==> src/hdl/rlsfb_pkg.sv <==
// ----------------------------------------------------------------------------
// rlsfb_pkg
// Types and constants of the RGB LED string frame builder.
// ----------------------------------------------------------------------------
package rlsfb_pkg;

  localparam int LED_COUNT_DEF = 16;
  localparam int IDX_W         = 8;
  localparam int COLOR_W       = 8;
  localparam int BRIGHT_W      = 5;
  localparam int WORD_W        = 32;

  localparam logic [BRIGHT_W-1:0] BRIGHT_MAX  = 5'h1F;
  localparam logic [2:0]          HEADER_BITS = 3'h7;
  localparam logic [WORD_W-1:0]   EDGE_WORD   = 32'h0000_0000;

  typedef enum logic [2:0] {
    OP_COLOR_FULL  = 3'd0,
    OP_COLOR_LEVEL = 3'd1,
    OP_BRIGHT      = 3'd2,
    OP_OFF         = 3'd3,
    OP_ON          = 3'd4,
    OP_UPDATE      = 3'd5
  } op_t;

  // One LED setting, packed in frame order below the header bits.
  typedef struct packed {
    logic [BRIGHT_W-1:0] bright;
    logic [COLOR_W-1:0]  blue;
    logic [COLOR_W-1:0]  green;
    logic [COLOR_W-1:0]  red;
  } led_t;

  // Broadcast to every cell of the chain.
  typedef struct packed {
    logic                wr;
    op_t                 op;
    logic                all;
    logic [IDX_W-1:0]    idx;
    logic [COLOR_W-1:0]  red;
    logic [COLOR_W-1:0]  green;
    logic [COLOR_W-1:0]  blue;
    logic [BRIGHT_W-1:0] level;
    logic                shift;
  } cell_ctl_t;

  function automatic logic is_write(input logic [2:0] code);
    logic res;
    case (code)
      OP_COLOR_FULL, OP_COLOR_LEVEL, OP_BRIGHT, OP_OFF, OP_ON: res = 1'b1;
      default:                                                 res = 1'b0;
    endcase
    return res;
  endfunction

endpackage

==> src/hdl/rlsfb_cell.sv <==
// ----------------------------------------------------------------------------
// rlsfb_cell
// One LED setting: takes broadcast writes aimed at it, passes its value on
// to its neighbor while the frame is shifted out.
// ----------------------------------------------------------------------------
module rlsfb_cell #(
  parameter int INDEX = 0
) (
  input  logic               clk,
  input  logic               rst,
  input  rlsfb_pkg::cell_ctl_t ctl,
  input  rlsfb_pkg::led_t    shift_in,
  output rlsfb_pkg::led_t    val
);
  import rlsfb_pkg::*;

  logic hit;

  assign hit = ctl.wr && (ctl.all || (ctl.idx == IDX_W'(INDEX)));

  always_ff @(posedge clk) begin
    if (rst) begin
      val <= '0;
    end else if (ctl.shift) begin
      val <= shift_in;
    end else if (hit) begin
      case (ctl.op)
        OP_COLOR_FULL: begin
          val <= '{bright: BRIGHT_MAX, blue: ctl.blue, green: ctl.green, red: ctl.red};
        end
        OP_COLOR_LEVEL: begin
          val <= '{bright: ctl.level, blue: ctl.blue, green: ctl.green, red: ctl.red};
        end
        OP_BRIGHT: val.bright <= ctl.level;
        OP_OFF:    val.bright <= '0;
        OP_ON:     val.bright <= BRIGHT_MAX;
        default: ;
      endcase
    end
  end

endmodule

==> src/hdl/rlsfb_seq.sv <==
// ----------------------------------------------------------------------------
// rlsfb_seq
// Frame sequencer: start word, LED words taken from the head of the
// rotating cell chain, end word; holds the output register.
// ----------------------------------------------------------------------------
module rlsfb_seq #(
  parameter int LED_COUNT = rlsfb_pkg::LED_COUNT_DEF
) (
  input  logic                          clk,
  input  logic                          rst,
  input  logic                          start,
  input  rlsfb_pkg::led_t               head,
  input  logic                          out_stall,
  output logic                          busy,
  output logic                          shift,
  output logic                          out_valid,
  output logic [rlsfb_pkg::WORD_W-1:0]  frame_word,
  output logic                          last
);
  import rlsfb_pkg::*;

  localparam int CW = $clog2(LED_COUNT + 2);

  typedef enum logic {IDLE, EMIT} state_t;

  state_t        state;
  logic [CW-1:0] cnt;
  logic          adv;

  assign adv   = !out_valid || !out_stall;
  assign busy  = (state == EMIT);
  assign shift = busy && adv && (cnt != '0) && (cnt <= CW'(LED_COUNT));

  always_ff @(posedge clk) begin
    if (rst) begin
      state     <= IDLE;
      cnt       <= '0;
      out_valid <= 1'b0;
      last      <= 1'b0;
    end else begin
      case (state)
        IDLE: begin
          if (adv) begin
            out_valid <= 1'b0;
          end
          if (start) begin
            state <= EMIT;
            cnt   <= '0;
          end
        end
        EMIT: begin
          if (adv) begin
            out_valid <= 1'b1;
            cnt       <= cnt + CW'(1);
            if (cnt == '0) begin
              frame_word <= EDGE_WORD;
              last       <= 1'b0;
            end else if (cnt <= CW'(LED_COUNT)) begin
              frame_word <= {HEADER_BITS, head};
              last       <= 1'b0;
            end else begin
              frame_word <= EDGE_WORD;
              last       <= 1'b1;
              state      <= IDLE;
            end
          end
        end
        default: state <= IDLE;
      endcase
    end
  end

endmodule

==> src/hdl/rgb_led_string_frame_builder.sv <==
// ----------------------------------------------------------------------------
// rgb_led_string_frame_builder
// Keeps per-LED brightness and color and builds the serial frame words.
// ----------------------------------------------------------------------------
// Writes: one transaction per cycle while no frame is emitted, settled in the
//   cell chain in the cycle after acceptance. Update that emits: state goes
//   to EMIT, then the output register takes the start word, then one word per
//   cycle when not stalled; LED_COUNT+2 words, input stalled meanwhile (the
//   chain rotates once through its head cell to read out the LEDs).
// Reset: all LEDs brightness and color zero, frame marked as modified.
module rgb_led_string_frame_builder #(
  parameter int LED_COUNT = rlsfb_pkg::LED_COUNT_DEF
) (
  input  logic                           clk,
  input  logic                           rst,
  input  logic                           in_valid,
  output logic                           in_stall,
  input  logic [2:0]                     opcode,
  input  logic [rlsfb_pkg::IDX_W-1:0]    led_index,
  input  logic [rlsfb_pkg::COLOR_W-1:0]  red,
  input  logic [rlsfb_pkg::COLOR_W-1:0]  green,
  input  logic [rlsfb_pkg::COLOR_W-1:0]  blue,
  input  logic [7:0]                     level,
  input  logic                           all_leds,
  input  logic                           force_req,
  output logic                           out_valid,
  input  logic                           out_stall,
  output logic [rlsfb_pkg::WORD_W-1:0]   frame_word,
  output logic                           last
);
  import rlsfb_pkg::*;

  logic      accept;
  logic      frame_modified;
  logic      start;
  logic      busy;
  logic      shift;
  cell_ctl_t ctl;
  led_t      vals [LED_COUNT];

  // Input side is held off for the whole frame; writes go straight in.
  assign in_stall = busy;
  assign accept   = in_valid && !in_stall;

  // An update emits only when something changed or a resend is forced.
  assign start = accept && (opcode == OP_UPDATE) && (frame_modified || force_req);

  // Every write marks the frame dirty, even one aimed past the string;
  // every update clears it. Undefined opcodes leave it alone.
  always_ff @(posedge clk) begin
    if (rst) begin
      frame_modified <= 1'b1;
    end else if (accept && is_write(opcode)) begin
      frame_modified <= 1'b1;
    end else if (accept && (opcode == OP_UPDATE)) begin
      frame_modified <= 1'b0;
    end
  end

  // Broadcast to the cells. The cell index match filters out-of-range
  // writes, since no cell carries an index at or above LED_COUNT.
  always_comb begin
    ctl.wr    = accept && is_write(opcode);
    ctl.op    = op_t'(opcode);
    ctl.all   = all_leds;
    ctl.idx   = led_index;
    ctl.red   = red;
    ctl.green = green;
    ctl.blue  = blue;
    ctl.level = level[BRIGHT_W-1:0];
    ctl.shift = shift;
  end

  // Cell chain: on each shift every cell takes its upper neighbor's value and
  // the top cell takes cell 0, so LED_COUNT shifts restore the original order.
  for (genvar i = 0; i < LED_COUNT; i++) begin : g_cell
    rlsfb_cell #(
      .INDEX (i)
    ) u_cell (
      .clk      (clk),
      .rst      (rst),
      .ctl      (ctl),
      .shift_in (vals[(i + 1) % LED_COUNT]),
      .val      (vals[i])
    );
  end

  rlsfb_seq #(
    .LED_COUNT (LED_COUNT)
  ) u_seq (
    .clk        (clk),
    .rst        (rst),
    .start      (start),
    .head       (vals[0]),
    .out_stall  (out_stall),
    .busy       (busy),
    .shift      (shift),
    .out_valid  (out_valid),
    .frame_word (frame_word),
    .last       (last)
  );

endmodule

==> config.mk <==
export PLATFORM = sky130hd
export DESIGN_NAME = rgb_led_string_frame_builder
export DESIGN_NICKNAME = d
export VERILOG_FILES = /design/src/hdl/rlsfb_pkg.sv /design/src/hdl/rlsfb_cell.sv /design/src/hdl/rlsfb_seq.sv /design/src/hdl/rgb_led_string_frame_builder.sv
export SDC_FILE = /design/constraint.sdc
export NUM_CORES = 1
export LEC_CHECK = 0
export CAP_MARGIN = 20
export CORE_ASPECT_RATIO = 0.8
export CORE_MARGIN = 2
export CORE_UTILIZATION = 50
export CTS_CLUSTER_DIAMETER = 200
export DETAILED_ROUTE_END_ITERATION = 10
export DONT_BUFFER_PORTS = 1
export PLACE_DENSITY = 0.66
export SYNTH_ARGS = -nofsm -noshare
export SYNTH_HDL_FRONTEND = slang
export SYNTH_SLANG_ARGS = --single-unit
==> constraint.sdc <==
create_clock -name clk -period 3.3 [get_ports clk]
set_input_delay 0.33 -clock clk [delete_from_list [all_inputs] [get_ports clk]]
set_output_delay 0.33 -clock clk [all_outputs]
set_load 0.005 [all_outputs]
==> flow_metrics.py, run 1 <==
metrics = {
    "sta": {
        "tightestPinTransition_ps": 1160,
        "max_freq_ghz": 0.314,
        "max_slew_margin_pct": 22.4,
        "setup_tns_ps": 0,
        "fin_crit_ps": 3180,
        "drv_slew": 0,
        "fin_worst_skew_ps": 11.3,
        "rsz0062_at_grt": "no",
        "post-route-period-util_pct": 96.5,
        "fin_hold_ws_ps": 81.4,
        "setup-violations-final": 0,
        "hold_viol_final": 0,
    },
    "yosys": {
        "synth-compound-area-share_pct": 31.3,
        "post_synth_and_or_nand_nor_area_fraction_pct": 16.5,
        "syn-instance-count": 2393,
        "ys_types": 49,
        "syn_nets": 2447,
        "synth_top_family_by_area": "compound AO/OA/AOI/OAI gates",
        "async_flop_share_pct": 0,
        "synth_area_leaders": "dfxtp_1 (41%), a211oi_2 (15%), nor3_1 (9.9%)",
        "synth-xor-area-share_pct": 0,
        "synth_common_cells": "dfxtp_1 (473), nor3_1 (459), a21oi_1 (392), a211oi_2 (270), clkbuf_1 (151)",
        "synth_adder_area_share_pct": 0.269,
        "avgSynthCellArea_um2": 9.72,
        "yosysMostFrequentCell": "dfxtp_1",
        "synthFlopType": "dfxtp_1",
        "synth_top_area_cell": "dfxtp_1",
        "synthMuxAreaShare_pct": 0,
        "yosysSeqAreaShare_pct": 44.6,
        "ys_ff_latch": 503,
        "synth_edf_count": 30,
        "netlist_area_um2": 23200,
        "synth_top_cell_area_share_pct": 40.7,
        "synth-warning-count": 0,
    },
    "global_routing": {
        "use_met3_pct": 3.72,
        "grt_busiest_layer": "met2",
        "grt_pass1_vias": 19015,
        "globalRouteMet2Util_pct": 41.5,
        "antenna_found_initial": 1,
        "grt_overflow": 0,
        "grt_usage_pct": 25.5,
        "grt_max_degree": 473,
        "grt_pass1_wl_um": 102000,
        "grt_use_met1_pct": 35.2,
    },
    "setup_path": {
        "crit_path_end_kind": "flop",
        "crit_fanout": 16,
        "path_cells": "inv_1 -> ha_1 -> nand2_1 -> ha_1 -> or2_4 -> clkinvlp_4 -> buf_4 -> a221o_1 -> buf_4 -> or3_1 -> a31oi_1 -> dlygate4sd3_1",
        "crit-reg2reg-launch": "u_seq.cnt[1]",
        "critPathMaxStageDelay_ps": 590,
        "critical_path.startpoint_type": "flop",
        "critPathBufInv": 5,
        "crit_type": "flop to flop",
        "cp_top_family": "buffers and inverters",
        "crit_start": "u_seq.cnt[1]",
        "worst_ep_required_time_ps": 3810,
        "slowest_stage": "dlygate4sd3_1",
        "critPathArrivalTime_ps": 3690,
    },
    "layout": {
        "final_net_count": 2423,
        "area_growth_syn_to_layout_pct": 13.1,
        "utilization_pct": 57.4,
        "n_fill_cell": 3944,
        "final_layout_size_suffix_gt1_share_pct": 21.7,
    },
    "routing": {
        "wl_um": 64300,
        "via_per_inst": 6.39,
        "drtAntennaViolNets": 0,
        "initialDrtViolationCount": 1791,
        "drt_first_pass_iters": 7,
        "wl_per_cell_um": 21.3,
        "via_count": 19262,
        "drcViolationCount": 0,
    },
    "floorplanning": {
        "die_y_um": 197,
        "die_x_um": 245,
        "num_rows": 70,
        "ios": 84,
        "core_um2": 45800,
        "start_util_pct": 50.8,
        "die-area_um2": 48300,
    },
    "min_path": {
        "min-delay-start": "rst",
        "min_path_type": "input port to flop",
    },
    "outcome": {
        "status": "completed",
    },
    "power": {
        "p_per_area_nw_per_um2": 503,
        "leakage_nw": 8.65,
        "peakVddDrop_mv": 0.408,
        "total_power_w": 0.0132,
    },
    "clock_tree": {
        "cts_max_path_buffers": 3,
        "cts_tree": "built",
        "cts_buffers": 48,
        "clk_pin_slew_worst_paths_ps": 60,
        "cts_htree_levels": 2,
        "cts_sinks": 503,
        "root_buffer": "clkbuf_16",
        "clkLatencyLatePin_ps": 570,
    },
    "run": {
        "cap_viol_max_count": 0,
    },
    "placement": {
        "dp_hpwl_um": 37700,
        "gp_congestion": 0.789,
        "io_buffers": 0,
    },
}
[through the flow]
stage | area [µm²] | std cells | setup slack [ps]
2_1_floorplan | 23200 | 2393 | 549
3_3_place_gp | 23300 | 2798 | 448
3_5_place_dp | 23300 | 2798 | 412
4_1_cts | 26100 | 3008 | 11.1
5_1_grt | 26300 | 3015 | 13.4
6_report | 26300 | 3015 | 116
[repair_timing]
item,CTS,global route
hold buffers,127,1
resized for setup,0,22
hold endpoints to repair,465,5
endpoints found under the setup margin,0,114
setup buffers,0,2
[area by class of cell]
| cell class | instances | area, µm² | share of cell area (%) |
|---|---|---|---|
| sequential | 503 | 10400 | 39.4 |
| timing repair buffer | 217 | 2220 | 8.44 |
| multi-input combinational | 1589 | 11400 | 43.3 |
| antenna | 1 | 2.50 | 0.00952 |
| clock buffer | 72 | 1420 | 5.42 |
| tap | 612 | 766 | 2.91 |
| inverter | 10 | 41.3 | 0.157 |
| clock inverter | 11 | 91.3 | 0.347 |
[layer usage]
| layer | vias to the layer above | share of wire (%) |
|---|---|---|
| li1 | 9016 | - |
| met4 | 0 | 2.3 |
| met5 | - | 0 |
| met1 | 9567 | 45 |
| met2 | 561 | 47 |
| met3 | 118 | 5.9 |
[path summary, 6_finish.rpt]
kind / endpoint / slack, ps / depth (start not counted)
setup / recovery: g_cell[14].u_cell.val[26] / 120 / 12
hold / removal: g_cell[1].u_cell.val[11] / 80 / 1
setup reg to reg: g_cell[14].u_cell.val[26] / 120 / 12
hold reg to reg: g_cell[3].u_cell.val[26] / 510 / 2
[flip-flops by register name (all words and copies together), names as in the netlist]
name,cells
g_cell.u_cell.val,464
u_seq.frame_word,30
u_seq.cnt,5
frame_modified,1
u_seq.busy,1
u_seq.last,1
u_seq.out_valid,1
[cell families after synthesis]
family,after synthesis
flip-flops,503
AND/OR/NAND/NOR,681
AO/OA/AOI/OAI,903
adder cells (fa/ha/maj),5
buffers and inverters,301
[where the power goes]
group | leakage [nW] | total [W] | internal [W] | switching, W
clock network | 0.752 | 0.00543 | 0.00305 | 0.00237
registers | 4.18 | 0.00652 | 0.00637 | 0.000146
logic | 3.71 | 0.00128 | 0.000558 | 0.000719
[cell usage in the layout (no fill, tap or decap), types with 3 or more instances in the layout]
cell type	n
buf_4	62
ha_1	5
dlygate4sd3_1	128
a21boi_2	18
a21boi_4	6
a31oi_1	3
or3_1	8
nor2_1	7
o211ai_1	3
clkbuf_16	52
dfxtp_1	472
nand3_1	4
or2_1	15
buf_12	16
a211oi_1	116
buf_6	9
edfxtp_1	30
and2_1	30
a311oi_1	74
nor4_2	7
nor3_1	459
a211oi_2	270
o21ai_0	4
nand2_1	89
clkbuf_1	13
clkbuf_8	9
nor4_4	24
inv_1	9
clkinv_2	9
nand2b_1	5
or2_2	20
a21oi_1	392
Note: power is estimated with default switching activity, not from simulation.
==> inputs of run 2 (changes only) <==
==> constraint.sdc (replaced) <==
create_clock -name clk -period 3.3 [get_ports clk]
set_input_delay 0.165 -clock clk [delete_from_list [all_inputs] [get_ports clk]]
set_output_delay 0.165 -clock clk [all_outputs]
set_load 0.005 [all_outputs]
==> flow_metrics.py, run 2 (same netlist as run 1, synthesis figures left out) <==
metrics = {
    "power": {
        "p_per_area_nw_per_um2": 466,
        "leakage_nw": 10.4,
        "peakVddDrop_mv": 0.413,
    },
    "setup_path": {
        "crit_type": "flop to flop",
        "crit_path_end_kind": "flop",
        "reg2reg_to": "g_cell[7].u_cell.val[27]",
        "worst_ep_required_time_ps": 3830,
        "crit_fanout": 62,
        "critical_path.startpoint_type": "flop",
        "ff2ff_path_depth": 11,
        "rrSetupSlack_ps": 40,
        "critPathArrivalTime_ps": 3790,
        "crit-reg2reg-launch": "u_seq.cnt[1]",
    },
    "global_routing": {
        "grt_usage_pct": 27.0,
        "grt_pass1_vias": 20361,
        "antenna_found_initial": 3,
        "grt_overflow": 0,
        "grt_pass1_wl_um": 107000,
        "grt_max_degree": 473,
    },
    "layout": {
        "largest_reg_flops": 464,
        "reg_top3": "g_cell.u_cell.val x464, u_seq.frame_word x30, u_seq.cnt x5",
        "final_cells": 3275,
        "final_common_cell": "dfxtp_1",
        "regMostFlops": "g_cell.u_cell.val",
        "mostFrequentLayoutCells": "dfxtp_1 (472), nor3_1 (459), a21oi_1 (392)",
        "final_layout_size_suffix_gt1_share_pct": 20.8,
        "n_fill_cell": 3615,
        "area_growth_syn_to_layout_pct": 24.7,
        "final_net_count": 2676,
    },
    "floorplanning": {
        "ios": 84,
        "die_x_um": 245,
        "die-area_um2": 48300,
        "core_um2": 45800,
        "num_rows": 70,
        "die_y_um": 197,
        "start_util_pct": 50.8,
    },
    "sta": {
        "setup-violations-final": 0,
        "setup_tns_ps": 0,
        "fin_crit_ps": 3260,
        "fin_worst_skew_ps": 17.1,
        "post-route-period-util_pct": 98.9,
        "drv_slew": 0,
        "tightestPinTransition_ps": 1290,
        "max_freq_ghz": 0.306,
        "hold_viol_final": 0,
        "max_slew_margin_pct": 13.8,
        "fin_hold_ws_ps": 36.3,
    },
    "routing": {
        "via_per_inst": 6.29,
        "drtAntennaViolNets": 0,
        "initialDrtViolationCount": 1955,
        "drt_first_pass_iters": 5,
        "drcViolationCount": 0,
        "via_count": 20601,
        "wl_per_cell_um": 21.2,
        "wl_um": 69300,
    },
    "min_path": {
        "holdPathStages": 3,
        "min-delay-start": "red[4]",
        "min_path_type": "input port to flop",
        "min_to": "g_cell[0].u_cell.val[4]",
    },
    "clock_tree": {
        "clk_pin_slew_worst_paths_ps": 70,
        "clkLatencyLatePin_ps": 590,
        "root_buffer": "clkbuf_16",
        "cts_tree": "built",
        "cts_max_path_buffers": 3,
        "cts_buffers": 48,
        "cts_htree_levels": 2,
        "cts_sinks": 503,
    },
    "outcome": {
        "status": "completed",
    },
    "placement": {
        "dp_hpwl_um": 38300,
        "gp_congestion": 0.811,
        "io_buffers": 0,
        "dp.cells": 2808,
    },
    "run": {
        "cap_viol_max_count": 0,
    },
}
-- run 2: cell count changes in the layout (fill, tap and decap cells not counted), sizes merged, moves of 3 or more --
| cell | change |
|---|---|
| inv | +3 |
| buf | +18 |
| dlygate4sd3 | +231 |
| clkbuf | +5 |
-- run 2: layout make-up --
cell class | count | area, µm² | share of cell area, %
Antenna cell | 2 | 5.00 | 0.0173
Sequential cell | 503 | 10400 | 35.8
Timing Repair Buffer | 469 | 4840 | 16.7
Tap cell | 612 | 766 | 2.64
Clock inverter | 15 | 109 | 0.376
Clock buffer | 74 | 1420 | 4.90
Inverter | 10 | 41.3 | 0.142
Multi-Input combinational cell | 1590 | 11400 | 39.4
-- run 2: worst max path at each step --
stage            startpoint                        end  slack [ps]  depth (start not counted)
5_1_grt        u_seq.cnt[1]   g_cell[7].u_cell.val[27]         -70                         11
2_1_floorplan  u_seq.cnt[0]  g_cell[10].u_cell.val[10]         670                         13
6_report       u_seq.cnt[1]   g_cell[7].u_cell.val[27]          40                         11
4_1_cts          u_seq.busy    g_cell[0].u_cell.val[1]          10                          6
3_5_place_dp   u_seq.cnt[0]  g_cell[11].u_cell.val[11]         450                         12
3_3_place_gp     u_seq.busy   g_cell[6].u_cell.val[16]         530                          5
-- run 2: what timing repair did --
| action | CTS | global route |
|---|---|---|
| hold buffers | 350 | 10 |
| setup endpoints to repair | 0 | 320 |
| hold endpoints to repair | 487 | 122 |
| gates resized for setup | 0 | 30 |
| setup buffers | 0 | 9 |
-- run 2: per-layer routing --
metal / vias up / part of all wire (%) / track usage [%]
met4: 2 / 2.3 / 7.72
met3: 127 / 6.6 / 4.26
met5: - / 0.019 / 0
met1: 10218 / 44 / 36.1
met2: 717 / 47 / 45.0
li1: 9537 / - / -
-- run 2: worst max-delay path, cell delays in order (launching register included) --
cell and delay, ps:
dfxtp_1 390, inv_1 70, ha_1 170, nand2_1 130, ha_1 170, or2_4 170
clkinvlp_4 190, a32o_4 350, buf_12 200, or2_2 390, a311oi_1 350, dlygate4sd3_1 610
-- run 2: per-stage QoR --
step | area (µm²) | power, W | setup slack, ps | util [%]
2_1_floorplan | 23200 | 0.00762 | 668 | -
4_1_cts | 28500 | 0.0134 | 10.4 | 62.1
5_1_grt | 29000 | 0.0139 | -65.5 | 63.3
3_3_place_gp | 23400 | 0.00773 | 530 | 51.2
3_5_place_dp | 23400 | 0.00778 | 452 | 51.2
6_report | 29000 | 0.0135 | 36.2 | 63.3
-- run 2: power by group --
part,leakage (nW),internal [W],switching [W]
sequential,4.18,0.00637,0.000148
clock,0.764,0.00305,0.00244
combinational,5.43,0.000704,0.000797
total,10.4,0.0101,0.00339
